==> config.mk <==
export PLATFORM = sky130hd
export DESIGN_NAME = arm_subset_execute_unit_flat
export DESIGN_NICKNAME = d
export VERILOG_FILES = /design/src/hdl/asxu_pkg.sv /design/src/hdl/asxu_stream_if.sv /design/src/hdl/arm_subset_execute_unit.sv /design/src/hdl/asxu_alu.sv /design/src/flat_wrapper.sv
export SDC_FILE = /design/constraint.sdc
export NUM_CORES = 1
export LEC_CHECK = 0
export BUFFER_PORTS_ARGS = -buffer_cell sky130_fd_sc_hd__buf_2
export CAP_MARGIN = 10
export CORE_ASPECT_RATIO = 1.4
export CORE_MARGIN = 4
export CORE_UTILIZATION = 38
export DETAILED_ROUTE_END_ITERATION = 8
export MAX_ROUTING_LAYER = met4
export PLACE_DENSITY = 0.53
export RECOVER_POWER = 25
export SLEW_MARGIN = 20
export SYNTH_ARGS = -nofsm -noshare
export SYNTH_HDL_FRONTEND = slang
export SYNTH_SLANG_ARGS = --single-unit
==> constraint.sdc <==
create_clock -name clk -period 9.9 [get_ports clk]
set_clock_uncertainty 0.1 [all_clocks]
set_input_delay 1.98 -clock clk [delete_from_list [all_inputs] [get_ports clk]]
set_output_delay 1.98 -clock clk [all_outputs]
set_load 0.005 [all_outputs]
==> src/hdl/asxu_pkg.sv <==
package asxu_pkg;

    localparam int unsigned XLEN      = 32;
    localparam int unsigned REG_COUNT = 16;
    localparam int unsigned REG_IDX_W = 4;

    localparam logic [REG_IDX_W-1:0] PC_IDX      = 4'd15;
    localparam logic [XLEN-1:0]      PC_STEP     = 32'd4;
    localparam logic [11:0]          IMM_MASK    = 12'hfff;

    typedef logic [XLEN-1:0]      word_t;
    typedef logic [REG_IDX_W-1:0] reg_idx_t;

    typedef enum logic [1:0] {
        FMT_DATA   = 2'd0,
        FMT_MEM    = 2'd1,
        FMT_BRANCH = 2'd2,
        FMT_EXIT   = 2'd3
    } fmt_t;

    typedef enum logic [3:0] {
        OP_AND = 4'd0,
        OP_EOR = 4'd1,
        OP_SUB = 4'd2,
        OP_RSB = 4'd3,
        OP_ADD = 4'd4,
        OP_ADC = 4'd5,
        OP_SBC = 4'd6,
        OP_RSC = 4'd7,
        OP_TST = 4'd8,
        OP_TEQ = 4'd9,
        OP_CMP = 4'd10,
        OP_CMN = 4'd11,
        OP_ORR = 4'd12,
        OP_MOV = 4'd13,
        OP_BIC = 4'd14,
        OP_MVN = 4'd15
    } alu_op_t;

    typedef enum logic [3:0] {
        COND_EQ = 4'd0,
        COND_NE = 4'd1,
        COND_CS = 4'd2,
        COND_CC = 4'd3,
        COND_MI = 4'd4,
        COND_PL = 4'd5,
        COND_VS = 4'd6,
        COND_VC = 4'd7,
        COND_HI = 4'd8,
        COND_LS = 4'd9,
        COND_GE = 4'd10,
        COND_LT = 4'd11,
        COND_GT = 4'd12,
        COND_LE = 4'd13,
        COND_AL = 4'd14,
        COND_NV = 4'd15
    } cond_t;

    typedef struct packed {
        logic n;
        logic z;
        logic c;
        logic v;
    } flags_t;

    typedef struct packed {
        word_t    next_pc;
        logic     cond_passed;
        logic     halted;
        logic     reg_written;
        reg_idx_t reg_index;
        word_t    reg_value;
        logic [3:0] flags_out;
    } result_t;

    typedef struct packed {
        word_t  result;
        flags_t flags;
        logic   is_test;
    } alu_out_t;

    function automatic logic cond_holds(input cond_t c, input flags_t f);
        logic ok;
        case (c)
            COND_EQ: ok = f.z;
            COND_NE: ok = !f.z;
            COND_CS: ok = f.c;
            COND_CC: ok = !f.c;
            COND_MI: ok = f.n;
            COND_PL: ok = !f.n;
            COND_VS: ok = f.v;
            COND_VC: ok = !f.v;
            COND_HI: ok = f.c && !f.z;
            COND_LS: ok = !f.c || f.z;
            COND_GE: ok = (f.n == f.v);
            COND_LT: ok = (f.n != f.v);
            COND_GT: ok = !f.z && (f.n == f.v);
            COND_LE: ok = f.z || (f.n != f.v);
            COND_AL: ok = 1'b1;
            default: ok = 1'b0;
        endcase
        return ok;
    endfunction

endpackage

==> src/hdl/asxu_stream_if.sv <==
interface asxu_stream_if #(
    parameter type payload_t = logic [31:0]
);
    logic     valid;
    logic     ready;
    payload_t data;

    modport source (output valid, output data, input ready);
    modport sink (input valid, input data, output ready);
endinterface

==> src/hdl/arm_subset_execute_unit.sv <==
// Executes a subset of a 32-bit ARM-style instruction set, one instruction word per item,
// against a 16-entry register file (entry 15 is the program counter), the NZCV flags and a
// halt mark, all zero after reset. Each item yields one result item with the new PC, whether
// the condition passed, the halt mark, the register write-back and the flags. An item passes
// through the operand stage, where the register file is read with bypass from the write of
// the item ahead, and then the execute stage, which updates state and loads the result
// register; a new item is taken every cycle while the result side keeps up. Once an
// exit instruction has run, later items change nothing and report halted.
module arm_subset_execute_unit (
    input  logic clk,
    input  logic rst_n,
    asxu_stream_if.sink   instr_ch,
    asxu_stream_if.source result_ch
);
    import asxu_pkg::*;

    // operand stage
    logic     s1_valid_reg;
    logic     s1_valid_next;
    word_t    s1_word_reg;
    word_t    mem_a_reg;
    word_t    mem_b_reg;
    logic     a_live_reg;
    logic     b_live_reg;
    logic     byp_a_reg;
    logic     byp_b_reg;
    word_t    byp_val_reg;

    // architectural state
    word_t    rf_mem [REG_COUNT];
    logic [REG_COUNT-1:0] rf_valid_reg;
    logic [REG_COUNT-1:0] rf_valid_next;
    word_t    pc_reg;
    word_t    pc_next;
    flags_t   flags_reg;
    flags_t   flags_next;
    logic     halt_reg;
    logic     halt_next;

    // result stage
    logic     res_valid_reg;
    logic     res_valid_next;
    result_t  res_reg;
    result_t  res_next;

    logic     instr_fire;
    logic     exec_fire;
    reg_idx_t rn_in;
    reg_idx_t rm_in;

    fmt_t     fmt;
    cond_t    cond;
    alu_op_t  op;
    logic     set_flags;
    logic     imm_sel;
    reg_idx_t rn;
    reg_idx_t rd;
    reg_idx_t rm;
    word_t    pc_plus4;
    word_t    opnd_a;
    word_t    opnd_b;
    word_t    rf_a;
    word_t    rf_b;
    word_t    branch_off;
    logic     passed;
    logic     wr;
    logic     rf_we;
    alu_out_t alu_out;

    assign exec_fire  = s1_valid_reg && (!res_valid_reg || result_ch.ready);
    assign instr_ch.ready = !s1_valid_reg || exec_fire;
    assign instr_fire = instr_ch.valid && instr_ch.ready;
    assign rn_in      = instr_ch.data[19:16];
    assign rm_in      = instr_ch.data[3:0];

    assign cond      = cond_t'(s1_word_reg[31:28]);
    assign fmt       = fmt_t'(s1_word_reg[27:26]);
    assign imm_sel   = s1_word_reg[25];
    assign op        = alu_op_t'(s1_word_reg[24:21]);
    assign set_flags = s1_word_reg[20];
    assign rn        = s1_word_reg[19:16];
    assign rd        = s1_word_reg[15:12];
    assign rm        = s1_word_reg[3:0];

    assign pc_plus4 = pc_reg + PC_STEP;
    assign rf_a = byp_a_reg ? byp_val_reg : (a_live_reg ? mem_a_reg : '0);
    assign rf_b = byp_b_reg ? byp_val_reg : (b_live_reg ? mem_b_reg : '0);
    assign opnd_a = (rn == PC_IDX) ? pc_plus4 : rf_a;
    assign opnd_b = imm_sel ? {20'd0, s1_word_reg[11:0] & IMM_MASK}
                  : ((rm == PC_IDX) ? pc_plus4 : rf_b);
    assign branch_off = {{6{s1_word_reg[23]}}, s1_word_reg[23:0], 2'b00};

    asxu_alu u_alu (
        .op       (op),
        .a        (opnd_a),
        .b        (opnd_b),
        .flags_in (flags_reg),
        .alu_out  (alu_out)
    );

    assign passed = !halt_reg && cond_holds(cond, flags_reg);
    assign wr     = passed && (fmt == FMT_DATA) && !alu_out.is_test;
    assign rf_we  = exec_fire && wr && (rd != PC_IDX);

    always_comb
    begin
        if (halt_reg)
        begin
            pc_next = pc_reg;
        end
        else if (wr && (rd == PC_IDX))
        begin
            pc_next = alu_out.result;
        end
        else if (passed && (fmt == FMT_BRANCH))
        begin
            pc_next = pc_plus4 + branch_off;
        end
        else
        begin
            pc_next = pc_plus4;
        end
    end

    always_comb
    begin
        flags_next = flags_reg;
        if (passed && (fmt == FMT_DATA) && (set_flags || alu_out.is_test))
        begin
            flags_next = alu_out.flags;
        end
        halt_next = halt_reg || (passed && (fmt == FMT_EXIT));
        rf_valid_next = rf_valid_reg;
        if (rf_we)
        begin
            rf_valid_next[rd] = 1'b1;
        end
    end

    always_comb
    begin
        res_next.next_pc     = pc_next;
        res_next.cond_passed = passed;
        res_next.halted      = halt_next;
        res_next.reg_written = wr;
        res_next.reg_index   = wr ? rd : '0;
        res_next.reg_value   = wr ? alu_out.result : '0;
        res_next.flags_out   = flags_next;
    end

    always_comb
    begin
        s1_valid_next = s1_valid_reg;
        if (instr_fire)
        begin
            s1_valid_next = 1'b1;
        end
        else if (exec_fire)
        begin
            s1_valid_next = 1'b0;
        end
        res_valid_next = res_valid_reg;
        if (exec_fire)
        begin
            res_valid_next = 1'b1;
        end
        else if (result_ch.ready)
        begin
            res_valid_next = 1'b0;
        end
    end

    // register file storage
    always_ff @(posedge clk)
    begin
        if (rf_we)
        begin
            rf_mem[rd] <= alu_out.result;
        end
        if (instr_fire)
        begin
            mem_a_reg <= rf_mem[rn_in];
            mem_b_reg <= rf_mem[rm_in];
        end
    end

    // operand stage payload and bypass
    always_ff @(posedge clk)
    begin
        if (instr_fire)
        begin
            s1_word_reg <= instr_ch.data;
            a_live_reg  <= rf_valid_reg[rn_in];
            b_live_reg  <= rf_valid_reg[rm_in];
            byp_a_reg   <= rf_we && (rd == rn_in);
            byp_b_reg   <= rf_we && (rd == rm_in);
            byp_val_reg <= alu_out.result;
        end
        if (exec_fire)
        begin
            res_reg <= res_next;
        end
    end

    always_ff @(posedge clk or negedge rst_n)
    begin
        if (!rst_n)
        begin
            s1_valid_reg  <= 1'b0;
            res_valid_reg <= 1'b0;
            rf_valid_reg  <= '0;
            pc_reg        <= '0;
            flags_reg     <= '0;
            halt_reg      <= 1'b0;
        end
        else
        begin
            s1_valid_reg  <= s1_valid_next;
            res_valid_reg <= res_valid_next;
            if (exec_fire)
            begin
                rf_valid_reg <= rf_valid_next;
                pc_reg       <= pc_next;
                flags_reg    <= flags_next;
                halt_reg     <= halt_next;
            end
        end
    end

    assign result_ch.valid = res_valid_reg;
    assign result_ch.data  = res_reg;

endmodule

==> src/hdl/asxu_alu.sv <==
module asxu_alu (
    input  asxu_pkg::alu_op_t  op,
    input  asxu_pkg::word_t    a,
    input  asxu_pkg::word_t    b,
    input  asxu_pkg::flags_t   flags_in,
    output asxu_pkg::alu_out_t alu_out
);
    import asxu_pkg::*;

    word_t       add_x;
    word_t       add_y;
    logic        add_cin;
    logic [XLEN:0] add_sum;
    word_t       add_r;
    logic        add_v;
    logic        is_arith;
    word_t       r;

    always_comb
    begin
        add_x    = a;
        add_y    = b;
        add_cin  = 1'b0;
        is_arith = 1'b1;
        case (op)
            OP_SUB, OP_CMP:
            begin
                add_y   = ~b;
                add_cin = 1'b1;
            end
            OP_RSB:
            begin
                add_x   = b;
                add_y   = ~a;
                add_cin = 1'b1;
            end
            OP_ADD, OP_CMN: add_cin = 1'b0;
            OP_ADC: add_cin = flags_in.c;
            OP_SBC:
            begin
                add_y   = ~b;
                add_cin = flags_in.c;
            end
            OP_RSC:
            begin
                add_x   = b;
                add_y   = ~a;
                add_cin = flags_in.c;
            end
            default: is_arith = 1'b0;
        endcase
    end

    assign add_sum = {1'b0, add_x} + {1'b0, add_y} + {{XLEN{1'b0}}, add_cin};
    assign add_r   = add_sum[XLEN-1:0];
    assign add_v   = ((add_x[XLEN-1] ^ add_r[XLEN-1]) & (add_y[XLEN-1] ^ add_r[XLEN-1]));

    always_comb
    begin
        case (op)
            OP_AND, OP_TST: r = a & b;
            OP_EOR, OP_TEQ: r = a ^ b;
            OP_ORR:         r = a | b;
            OP_MOV:         r = b;
            OP_BIC:         r = a & ~b;
            OP_MVN:         r = ~b;
            default:        r = add_r;
        endcase
    end

    always_comb
    begin
        alu_out.result  = r;
        alu_out.flags.n = r[XLEN-1];
        alu_out.flags.z = (r == '0);
        alu_out.flags.c = is_arith ? add_sum[XLEN] : flags_in.c;
        alu_out.flags.v = is_arith ? add_v : flags_in.v;
        alu_out.is_test = (op == OP_TST) || (op == OP_TEQ) || (op == OP_CMP) || (op == OP_CMN);
    end

endmodule
==> src/flat_wrapper.sv <==
// flat-port wrapper written by rule: the top's interface ports become plain ports
module arm_subset_execute_unit_flat import asxu_pkg::*;
  (clk, rst_n, instr_ch_valid, instr_ch_data, instr_ch_ready, result_ch_valid, result_ch_data, result_ch_ready);
  asxu_stream_if instr_ch_i ();
  asxu_stream_if result_ch_i ();
  input  logic clk;
  input  logic rst_n;
  input wire logic [$bits(instr_ch_i.valid)-1:0] instr_ch_valid;
  input wire logic [$bits(instr_ch_i.data)-1:0] instr_ch_data;
  output wire logic [$bits(instr_ch_i.ready)-1:0] instr_ch_ready;
  output wire logic [$bits(result_ch_i.valid)-1:0] result_ch_valid;
  output wire logic [$bits(result_ch_i.data)-1:0] result_ch_data;
  input wire logic [$bits(result_ch_i.ready)-1:0] result_ch_ready;
  assign instr_ch_i.valid = instr_ch_valid;
  assign instr_ch_i.data = instr_ch_data;
  assign instr_ch_ready = instr_ch_i.ready;
  assign result_ch_valid = result_ch_i.valid;
  assign result_ch_data = result_ch_i.data;
  assign result_ch_i.ready = result_ch_ready;
  arm_subset_execute_unit u_core (.clk(clk), .rst_n(rst_n), .instr_ch(instr_ch_i), .result_ch(result_ch_i));
endmodule
After elaboration in Yosys (flattened, before gate mapping):

Memories as Yosys holds them, arrays and structs flattened. A register that Yosys moved wholly into a read port is not among the register bits.
Index checks and enable logic that the tools add are counted.

* $add $sub $neg: 4
* order comparisons: 4
* equality and inequality tests: 39
* mux-type cells: 30
* bitwise gates (word level): 11
* reductions and logical operators: 48

Operator list (number)
* 2-to-1 mux 32 bit: 10
* one-hot mux 32 bit (6 select lines): 1
* == test 4 bit (second input constant): 18
* bitwise AND 32 bit: 2
* NOT 32 bit: 2
* one-hot mux 32 bit (2 select lines): 1
* adder 32 x 32 -> 33 bit: 1
* adder 33 x 1 -> 33 bit: 1
* adder 32 x 3 -> 32 bit (second input constant): 1
* adder 32 bit: 1
* == test 4 x 3 -> 1 bit (second input constant): 8
* zero test 32 bit: 1
* OR 32 bit: 1
* bitwise XOR 32 bit: 1
* == test 4 x 2 -> 1 bit (second input constant): 4
* logical AND 1 bit: 16
* OR 16 bit: 1
* less-than comparator 4 x 5 -> 1 bit (second input constant): 3
* one-hot mux 1 bit (15 select lines): 1
* 2-to-1 mux 1 bit: 12
* logical OR 1 bit: 9
* OR reduction 3 bit: 3
* binary-select mux 1 bit (select 4 bit): 2
* == test 4 x 1 -> 1 bit (second input constant): 2
* 19 further kinds: 34

* flip-flop bits (word level): 155
* RAM bits: 512
* input bits: 36
* output and inout port bits: 34
* word-level logic and storage cells: 154
* memories kept: 1

Memories
* u_core.rf_mem: depth 16, bits a word 32, rd ports 2, clocked after Yosys merged registers in 2, write ports 1, RTL line arm_subset_execute_unit.sv:30 `word_t rf_mem [REG_COUNT];`

Longest topological paths before layout:

Gate-level depths: netlist of run 1.

* depth in word-level cells: 12
* gate-level depth with buffers: 28
* depth with buffers taken out: 24

Hierarchy:

From an unflattened synthesis of run 1, not the netlist that was laid out.

* cell total of the unflattened synthesis: 2872
* area total of the unflattened synthesis: 40167.3 sq um

By module, submodules not included
* arm_subset_execute_unit: times used 1, cells an instance 2001, area each 34874.7 sq um
* asxu_alu: times used 1, cells an instance 871, area each 5292.6 sq um

Worst setup path after synthesis of run 1:

No wires, ideal clock.

* path kind: register to register
* start point: register u_core.s1_word_reg[22]
* end point: register u_core.res_reg (netlist bit u_core.result_ch.data[2]), data pin
* setup time: 254 ps
* arrival: 6291 ps
* required time: 9546 ps
* path slack: 3255 ps
* cell stages (with the launch flop): 27
* clock period less this slack: 6645 ps
* path through: edfxtp_1 clkbuf_1 inv_1 clkbuf_1 buf_1 buf_1 nor3_1 clkbuf_1 clkbuf_1 nand2_1 o21ai_0 fa_1 inv_1 fa_1 nor2b_1 o21ai_0 a21boi_0 o21a_1 o211ai_1 a31o_2 o311ai_0 xnor2_1 a221oi_1 nor3_1 nand4_1 nor4_1 a21o_1

RTL lines
* from (decl): RTL line arm_subset_execute_unit.sv:20 `word_t s1_word_reg;`
* from (signal assigned): RTL line arm_subset_execute_unit.sv:192 `s1_word_reg <= instr_ch.data;`
* to (signal assigned): RTL line arm_subset_execute_unit.sv:201 `res_reg <= res_next;`
* to (decl): RTL line arm_subset_execute_unit.sv:43 `result_t res_reg;`

==> qor.csv, run 1 <==
stage;metric;value;unit
status;status;finished with violations;
status;violations;max-capacitance violations, max-slew violations;
floorplanning;row_count;139;
place;io_buffers;69;
timing;max_slew_margin;-283;%
drt;firstDrtPassIters;8;
clocking;cts_resized;0;
critical_path;path_buf_inv;2;
clocking;cts_hold_buffers;0;
clocking;clk-insertion-delay-late;0.66;ns
cells_and_area;final_cell_mix;676 x edfxtp_1, 330 x mux4_2, 182 x nand2_1, 148 x o21ai_0, 143 x nor2_1;
floorplanning;core-area;103000;sq um
floorplanning;die_w;281;um
place;placedInstanceArea;41800;sq um
place;dp_slack;2.09;ns
critical_path;crit_arrival;8.82;ns
synth;avgSynthCellArea;14.4;sq um
synth;ys_ff_latch;731;
critical_path;crit_required;10.15;ns
timing;setup_violations;0;
clocking;cts_num_sinks;731;
critical_path;crit_path_frequent_cell;mux4_2;
synth;synth.top_cell.area_share;51.3;%
drt;drt_iter0_drc;2366;
floorplanning;initial_core_util;38.4;%
drt;drcViolationCount;0;
synth;synth_edf_count;676;
place;dp_hpwl;78800;um
cells_and_area;finalNonFillerCells;4192;
cells_and_area;fin_nets;2919;
global_route;grt_pass1_wl;180000;um
cells_and_area;post-route-util;42.7;%
critical_path;cp-start-kind;input pin;
synth;synth_area_leaders;edfxtp_1 51%, mux4_2 19%, dfrtp_1 3.5%;
hold_path;hold_path_class;register to register;
critical_path;worstSetupPathType;input pin to register;
cells_and_area;regMostFlops;u_core.rf_mem;
synth;yosysTopAreaCell;edfxtp_1;
critical_path;path_max_fanout;81;
timing;slew_violations;734;
timing;fmax;117;MHz
timing;min_period;8.56;ns
power_and_ir_drop;p_leak;14.9;nW
critical_path;startpoint;instr_ch_data[1];
cells_and_area;fin_area;44000;sq um
synth;synthArstFlopShare;7.52;%
timing;rsz0062_at_grt;no;
critical_path;crit_chain;clkbuf_1, clkbuf_2, mux4_2, mux4_2;
critical_path;end_kind;register;
power_and_ir_drop;p_per_area;201;nW/um^2
synth;synthesis.instances;2744;
drt;wl_per_cell;29.4;um
global_route;antenna_found_initial;5;
place;placedCellCount;4063;
synth;ys_types;93;
clocking;root_buffer;clkbuf_16;
clocking;cts_buffers;71;
floorplanning;die_area;109000;sq um
drt;vias_per_cell;6.21;
synth;yosysWarnings;0;
power_and_ir_drop;peakVddDrop;0.121;mV
drt;drt_wl_total;123000;um
synth;netlist_area;39600;sq um
floorplanning;ios;70;
clocking;cts_tree;yes;
critical_path;crit_path_max_incr_delay;3.95;ns
place;globalplace.congestion;0.968;
global_route;grt_max_degree;82;
timing;worst_pin_slew;5.75;ns
cells_and_area;area_delta_synth_final;11.2;%
synth;synth-seq-area-share;54.8;%
clocking;postCtsSetupRepairBufs;0;
timing;setup_tns;0;ns
global_route;gr-usage-all-layers;23.1;%
cells_and_area;mostFrequentLayoutCell;edfxtp_1;
timing;setup_ws;1.34;ns
critical_path;crit_slowest_cell;clkbuf_1;
critical_path;r2r-start;u_core.s1_word_reg[1];
clocking;clkTransAtPathRegs;0.06;ns
drt;ant_nets;0;
cells_and_area;largest_register_ffs;512;
timing;hold_violations;0;
flow_run;max_cap_violations;14;
global_route;gr-total-overflow;0;
synth;synth_ff_type;edfxtp_1;
floorplanning;die_height;390;um
cells_and_area;drive_above_1_share;22.2;%
global_route;grt_pass1_vias;26800;
hold_path;min-delay-start;u_core.rf_valid_reg[15];
critical_path;path_delay_family;buffers and inverters;
timing;min_period_over_period;86.5;%
clocking;htreeDepth;3;
clocking;clockBufferDepth;3;
drt;num_vias;26000;
[final cells by class]
cell class              count  area (sq um)
multi-input cells        1770         17200
repair buffers            140           822
inverters                  83           312
diodes                      3          7.51
clock buffers              83          1850
clock inverters            43           484
flip-flops and latches    731         21700
well taps                1339          1680
fillers                  9184         59000
[where the power goes]
part           internal, mW  switching (mW)
Sequential             3.78           0.168
Combinational         0.773            1.35
Clock                  1.57            1.23
[Yosys cell counts, types with 25 or more instances]
master / count
a21o_1: 30
a21oi_1: 129
a221o_1: 40
a221oi_1: 50
buf_1: 42
clkbuf_1: 145
dfrtp_1: 55
edfxtp_1: 676
ha_1: 83
inv_1: 81
mux2i_1: 38
mux4_2: 330
nand2_1: 182
nand3_1: 33
nor2_1: 156
nor3_1: 38
o211ai_1: 25
o21ai_0: 149
xnor2_1: 84
xor2_1: 30
[layer usage]
metal | vias up | global-route usage, % | routed length, um
met1 | 13500 | 27.7 | 47300
met4 | 0 | 11.5 | 7050
met5 | - | - | 0
met3 | 351 | 3.10 | 7380
met2 | 1074 | 38.4 | 61500
li1 | 11200 | - | -
[worst paths after layout]
check	end	slack [ns]	depth (start not counted)
hold / removal	u_core.rf_valid_reg[15]	0.30	0
setup / recovery	u_core.mem_b_reg[16]	1.34	4
hold reg to reg	u_core.rf_valid_reg[15]	0.30	0
min in group asynchronous	u_core.pc_reg[5]	1.11	1
max in group asynchronous	u_core.rf_valid_reg[5]	4.94	2
setup reg to reg	u_core.flags_reg[2]	2.00	22
[worst register-to-register path: cells and delay by family, from the launching register on]
kind	cells	cell delay [ns]
AOI/OAI and AO/OA	11	3.83
DFF	1	0.44
xor gates and xnor gates	1	0.15
and+or+nand+nor	7	2.35
buffers and inverters	1	0.40
muxes	1	0.25
adders and majority gates	1	0.35
[metrics by stage]
stage	power [mW]	hold slack [ns]
after global routing	9.26	0.326
after global placement	6.03	0.278
after detailed placement	6.08	0.297
after floorplan	5.35	0.340
final	8.86	0.302
after CTS	8.88	0.312
[kinds of logic (layout without fill, tap and decap cells)]
family | count (synthesis) | in the layout | synth area share [%]
compound gates | 600 | 600 | 10.2
xor+xnor | 117 | 117 | 2.71
fa+ha+maj | 95 | 95 | 3.01
buf+inv | 274 | 349 | 2.63
flops | 731 | 731 | 54.8
mux | 376 | 376 | 20.0
other cells | 1 | 35 | 0.00948
simple gates | 550 | 550 | 6.68
Note: power is estimated with default switching activity, not from simulation.
==> inputs of run 2 (changes only) <==
--- a/config.mk
+++ b/config.mk
@@ -10,9 +10,10 @@
 export CORE_ASPECT_RATIO = 1.4
 export CORE_MARGIN = 4
 export CORE_UTILIZATION = 38
+export CTS_CLUSTER_SIZE = 14
 export DETAILED_ROUTE_END_ITERATION = 8
 export MAX_ROUTING_LAYER = met4
-export PLACE_DENSITY = 0.53
+export PLACE_DENSITY = 0.55
 export RECOVER_POWER = 25
 export SLEW_MARGIN = 20
 export SYNTH_ARGS = -nofsm -noshare
==> constraint.sdc (replaced) <==
create_clock -name clk -period 6.98 [get_ports clk]
set_clock_uncertainty 0.1 [all_clocks]
set_input_delay 1.396 -clock clk [delete_from_list [all_inputs] [get_ports clk]]
set_output_delay 1.396 -clock clk [all_outputs]
set_load 0.005 [all_outputs]
==> qor.csv, run 2 (same netlist as run 1, synthesis figures left out) <==
stage;metric;value;unit;change
cells_and_area;area_delta_synth_final;12.7;%;
global_route;antenna_found_initial;7;;+2
clocking;clkTransAtPathRegs;0.06;ns;about the same
timing;setup_violations;0;;unchanged
drt;ant_nets;0;;unchanged
clocking;cts_tree;yes;;
timing;setup_tns;0;ns;unchanged
critical_path;crit_arrival;6.93;ns;-1.89 ns
cells_and_area;final_cell_mix;676 x edfxtp_1, 330 x mux4_2, 182 x nand2_1, 148 x o21ai_0, 145 x nor2_1;;
drt;drcViolationCount;0;;unchanged
floorplanning;ios;70;;unchanged
flow_run;max_cap_violations;10;;-4
critical_path;worstSetupPathType;input pin to register;;
timing;slew_violations;608;;-17%
timing;min_period;6.69;ns;
clocking;htreeDepth;3;;unchanged
drt;num_vias;26300;;+1.1%
critical_path;path_max_fanout;79;;-2.5%
timing;max_slew_margin;-221;%;+62 points
place;io_buffers;69;;unchanged
clocking;cts_resized;0;;unchanged
clocking;clk-insertion-delay-late;0.65;ns;about the same
global_route;grt_max_degree;133;;+62%
drt;wl_per_cell;29.2;um;-0.62%
timing;rsz0062_at_grt;no;;
power_and_ir_drop;p_leak;15.2;nW;+2.1%
timing;worst_pin_slew;4.82;ns;-0.932 ns
cells_and_area;fin_nets;2968;;+1.7%
timing;timing.hold.ws;0.311;ns;+0.00858 ns
status;violations;max-capacitance violations, max-slew violations;;
floorplanning;row_count;139;;unchanged
floorplanning;die_area;109000;sq um;unchanged
power_and_ir_drop;p_per_area;289;nW/um^2;+44%
global_route;gr-usage-all-layers;23.3;%;+0.26 points
clocking;cts_buffers;74;;+4.2%
timing;hold_violations;0;;unchanged
global_route;grt_use_met1;27.3;%;-0.42 points
global_route;grt_pass1_wl;183000;um;+1.4%
drt;drt_iter0_drc;2463;;+4.1%
hold_path;hold_path_class;register to register;;
cells_and_area;largest_register_ffs;512;;unchanged
global_route;grtUsageMet2;40.1;%;+1.6 points
cells_and_area;drive_above_1_share;23.0;%;+0.86 points
timing;fmax;150;MHz;
place;globalplace.congestion;0.995;;+2.7%
place;dp_hpwl;82500;um;+4.7%
critical_path;end_kind;register;;
clocking;postCtsSetupRepairBufs;0;;unchanged
global_route;gr-total-overflow;0;;unchanged
clocking;cts_hold_buffers;0;;unchanged
global_route;grt_pass1_vias;27300;;+1.7%
clocking;root_buffer;clkbuf_16;;
drt;drt_wl_total;124000;um;+0.71%
floorplanning;die_w;281;um;unchanged
status;status;finished with violations;;
power_and_ir_drop;peakVddDrop;0.162;mV;+34%
floorplanning;core-area;103000;sq um;unchanged
clocking;cts_num_sinks;731;;unchanged
critical_path;cp-start-kind;input pin;;
cells_and_area;regMostFlops;u_core.rf_mem;;
drt;firstDrtPassIters;5;;-3
drt;vias_per_cell;6.20;;-0.25%
global_route;grtUsageMet3;2.91;%;-0.19 points
floorplanning;initial_core_util;38.4;%;unchanged
critical_path;crit_required;7.22;ns;-2.93 ns
timing;min_period_over_period;95.8;%;
clocking;clockBufferDepth;3;;unchanged
cells_and_area;n_fill_cell;9245;;+0.66%
cells_and_area;mostFrequentLayoutCell;edfxtp_1;;
floorplanning;die_height;390;um;unchanged
global_route;grt-busiest-layer;met2;;
run 2: cell types whose count changed in the layout (fill, tap and decap cells not counted), sizes merged:
| cell | previous run | this run |
|---|---|---|
| clkdlybuf4s25 | 0 | 1 |
| inv | 89 | 88 |
| diode | 3 | 5 |
| clkbuf | 119 | 142 |
| clkinvlp | 5 | 4 |
| clkinv | 24 | 19 |
| bufinv | 8 | 13 |
| buf | 104 | 136 |
run 2: worst max-delay path: stages:
cell and delay (ns):
clkdlybuf4s25_1 3.46, clkbuf_2 1.06, mux4_2 0.43, mux4_2 0.57
run 2: cell type report:
cell class                      count  area [sq um]  area share, %
Multi-Input combinational cell   1770         17200           38.5
Tap cell                         1339          1680           3.76
Sequential cell                   731         21700           48.6
Clock buffer                       93          1990           4.45
Clock inverter                     41           591           1.32
Inverter                           83           312          0.699
Timing Repair Buffer              186          1150           2.58
Antenna cell                        5          12.5         0.0281
run 2: path summary, 6_finish.rpt:
kind / startpoint / to / slack [ns] / depth (start not counted)
max in group asynchronous: rst_n / u_core.pc_reg[6] / 2.59 / 2
max: instr_ch_data[1] / u_core.mem_b_reg[5] / 0.29 / 4
max reg2reg: u_core.s1_word_reg[17] / u_core.pc_reg[28] / 0.34 / 21
min in group asynchronous: rst_n / u_core.flags_reg[3] / 2.00 / 2
min: u_core.rf_valid_reg[15] / u_core.rf_valid_reg[15] / 0.31 / 0
min reg2reg: u_core.rf_valid_reg[15] / u_core.rf_valid_reg[15] / 0.31 / 0
run 2: report_power, final:
group / leakage [nW] / total, mW / internal, mW / switching (mW)
clock: 1.25 / 4.26 / 2.52 / 1.74
combinational: 6.98 / 3.06 / 1.13 / 1.92
sequential: 6.96 / 5.57 / 5.35 / 0.223
total: 15.2 / 12.9 / 9.01 / 3.89
run 2: per-layer routing:
layer,up-vias,wire [um]
met5,-,0
met4,0,6820
met3,302,6690
met2,1099,63400
met1,13600,47200
li1,11300,-
run 2: metrics by stage:
stage / worst slack (ns) / cell area, sq um / std cells / total power [mW] / util (%)
final: 0.294 / 44600 / 4248 / 12.9 / 43.3
after global routing: 0.0114 / 44600 / 4247 / 13.5 / 43.3
after CTS: 0.326 / 44700 / 4243 / 12.9 / 43.4
after detailed placement: 0.406 / 42100 / 4109 / 8.66 / 40.9
after global placement: 0.404 / 42100 / 4109 / 8.60 / 40.9
after floorplan: 0.335 / 39700 / 2775 / 7.59 / -
==> inputs of run 3 (changes only) <==
--- a/config.mk
+++ b/config.mk
@@ -5,6 +5,7 @@
 export SDC_FILE = /design/constraint.sdc
 export NUM_CORES = 1
 export LEC_CHECK = 0
+export ABC_AREA = 1
 export BUFFER_PORTS_ARGS = -buffer_cell sky130_fd_sc_hd__buf_2
 export CAP_MARGIN = 10
 export CORE_ASPECT_RATIO = 1.4
==> qor.csv, run 3 <==
stage;metric;value;unit;change
power_and_ir_drop;p_per_area;260;nW/um^2;-10%
flow_run;max_cap_violations;9;;-1
global_route;grt_max_degree;163;;+23%
global_route;grt_pass1_vias;37000;;+35%
clocking;cts_tree;yes;;
synth;synth_most_common_cell;nand2_1;;
drt;wl_per_cell;25.7;um;-12%
drt;drt_wl_total;173000;um;+39%
cells_and_area;finalNonFillerCells;6727;;+58%
power_and_ir_drop;peakVddDrop;0.178;mV;+9.9%
drt;num_vias;38800;;+47%
critical_path;path_max_fanout;30;;-62%
drt;drcViolationCount;0;;unchanged
power_and_ir_drop;comb_power_share;22.9;%;-0.8 points
cells_and_area;regMostFlops;u_core.rf_mem;;
power_and_ir_drop;p_leak;19.1;nW;+26%
global_route;grtUsageMet2;48.5;%;+8.4 points
place;placedInstanceArea;45400;sq um;+7.8%
power_and_ir_drop;seqPwrFrac;43.8;%;+0.6 points
cells_and_area;fin_area;47800;sq um;+7.2%
hold_path;hold_path_class;register to register;;
floorplanning;die_area;119000;sq um;+8.9%
global_route;gr-total-overflow;0;;unchanged
clocking;root_buffer;clkbuf_16;;
timing;slew_violations;601;;-1.2%
clocking;clkTransAtPathRegs;0.06;ns;about the same
global_route;grt_use_met1;32.3;%;+5.0 points
status;status;finished with violations;;
clocking;clk-insertion-delay-late;0.68;ns;+0.03 ns
drt;vias_per_cell;5.76;;-7.0%
global_route;gr-usage-all-layers;29.1;%;+5.7 points
power_and_ir_drop;intPower;8.32;mW;-7.6%
synth;synthArstFlopShare;7.52;%;unchanged
synth;netlist_area;43200;sq um;+9.1%
power_and_ir_drop;swShare;33.0;%;+2.9 points
critical_path;end_kind;register;;
place;dp_slack;0.875;ns;+0.469 ns
clocking;cts_buffers;78;;+5.4%
status;violations;max-capacitance violations, max-slew violations;;
cells_and_area;final_cell_mix;1163 x nand2_1, 676 x edfxtp_1, 577 x inv_1, 572 x a21oi_1, 572 x o21ai_0;;
cells_and_area;fin_nets;5307;;+79%
place;dp_hpwl;117000;um;+42%
drt;drt_iter0_drc;3837;;+56%
synth;synthTopCellsByCount;1164 x nand2_1, 676 x edfxtp_1, 578 x inv_1;;
synth;synth_ff_type;edfxtp_1;;
power_and_ir_drop;power.switching;4.10;mW;+5.5%
critical_path;worstSetupPathType;input pin to register;;
clocking;cts_hold_buffers;0;;unchanged
timing;setup_tns;0;ns;unchanged
synth;synth_area_leaders;edfxtp_1 47%, nand2_1 10%, a21oi_1 6.6%;;
floorplanning;die_height;407;um;+4.4%
critical_path;crit_chain;clkbuf_1, clkinvlp_2, clkbuf_2, o221ai_1, o21ai_0;;
global_route;grtUsageMet3;3.81;%;+0.90 points
power_and_ir_drop;pwr-share-clk;33.4;%;+0.3 points
synth;ys_types;53;;-43%
synth;synthesis.instances;5211;;+90%
cells_and_area;largest_register_ffs;512;;unchanged
critical_path;crit_path_max_incr_delay;2.45;ns;-1.01 ns
floorplanning;core-area;113000;sq um;+9.8%
synth;synth.top_cell.area_share;47.0;%;-4.3 points
drt;firstDrtPassIters;7;;+2
synth;synth-seq-area-share;50.2;%;-4.6 points
timing;min_period;6.72;ns;+0.0299 ns
place;io_buffers;69;;unchanged
cells_and_area;area_delta_synth_final;10.7;%;
floorplanning;die_w;293;um;+4.3%
global_route;antenna_found_initial;9;;+2
critical_path;cp-start-kind;input pin;;
timing;max_slew_margin;-257;%;-36 points
timing;setup_violations;0;;unchanged
critical_path;crit_required;7.20;ns;-0.02 ns
place;placedCellCount;6585;;+60%
timing;setup_ws;0.264;ns;-0.0299 ns
clocking;cts_resized;0;;unchanged
critical_path;crit_slowest_cell;clkinvlp_2;;
place;globalplace.congestion;1.03;;+3.8%
cells_and_area;post-route-util;42.3;%;-1.0 points
global_route;grt_pass1_wl;247000;um;+35%
global_route;grt-busiest-layer;met2;;
clocking;clockBufferDepth;3;;unchanged
timing;timing.hold.ws;0.315;ns;+0.00405 ns
drt;ant_nets;0;;unchanged
critical_path;r2r_slack;0.66;ns;+0.32 ns
cells_and_area;drive_above_1_share;6.84;%;-16 points
clocking;cts_num_sinks;731;;unchanged
floorplanning;initial_core_util;38.2;%;-0.25 points
clocking;htreeDepth;3;;unchanged
floorplanning;row_count;146;;+5.0%
synth;synth_edf_count;676;;unchanged
power_and_ir_drop;finalPower;12.4;mW;-3.6%
clocking;postCtsSetupRepairBufs;0;;unchanged
timing;min_period_over_period;96.2;%;+0.43 points
timing;worst_pin_slew;5.35;ns;+0.534 ns
critical_path;crit_arrival;6.93;ns;about the same
synth;avgSynthCellArea;8.29;sq um;-43%
synth;yosysTopAreaCell;edfxtp_1;;
cells_and_area;mostFrequentLayoutCell;nand2_1;;
floorplanning;ios;70;;unchanged
timing;fmax;149;MHz;-0.45%
synth;yosysWarnings;0;;unchanged
timing;hold_violations;0;;unchanged
synth;ys_ff_latch;731;;unchanged
timing;rsz0062_at_grt;no;;
[run 3: cell count changes after synthesis, sizes merged, moves of 106 or more]
cell    delta
nand3    +369
inv      +519
nor2     +144
nand2   +1004
mux4     -330
a21oi    +443
o21ai    +446
clkbuf   +106
[run 3: worst paths after layout]
path / from / endpoint / cells past startpoint
min: u_core.rf_valid_reg[15] / u_core.rf_valid_reg[15] / 0
min reg2reg: u_core.rf_valid_reg[15] / u_core.rf_valid_reg[15] / 0
max reg2reg: u_core.byp_a_reg / u_core.flags_reg[2] / 30
max: instr_ch_data[2] / u_core.b_live_reg / 5
max in group asynchronous: rst_n / u_core.pc_reg[1] / 2
min in group asynchronous: rst_n / u_core.pc_reg[30] / 2
[run 3: power groups by stage]
stage	logic, mW	clock network [mW]	registers (mW)
final	2.84	4.15	5.44
after global routing	3.04	4.41	5.44
after CTS	2.79	4.22	5.42
after detailed placement	2.78	0	5.52
after global placement	2.78	0	5.52
after floorplan	1.55	0	5.47
[run 3: logic make-up (layout without fill, tap and decap cells)]
family / Yosys count / in the layout / synth area share (%)
xor+xnor: 26 / 26 / 0.545
flops: 731 / 731 / 50.2
compound gates: 1491 / 1491 / 19.5
buf+inv: 906 / 909 / 7.94
other cells: 1 / 34 / 0.00869
simple gates: 1970 / 1970 / 19.3
fa+ha+maj: 86 / 86 / 2.54
[run 3: final cells by class]
type                            count  area, sq um
Antenna cell                        2         5.00
Timing Repair Buffer              163         1150
Clock buffer                       94         2060
Clock inverter                     46          417
Fill cell                       11300        65300
Tap cell                         1480         1850
Sequential cell                   731        21700
Multi-Input combinational cell   3605        18300
Inverter                          606         2280
[run 3: layer usage]
metal,part of all wire (%),routed length [um],vias up
li1,-,-,18000
met1,37,63500,18500
met2,48,83700,1672
met5,0,0,-
met3,6.3,10900,591
met4,8.7,15100,0
[run 3: critical path, delay by kind of cell]
family / cells / cell delay (ns)
buffers and inverters: 3 / 4.85
AOI/OAI and AO/OA: 2 / 0.62
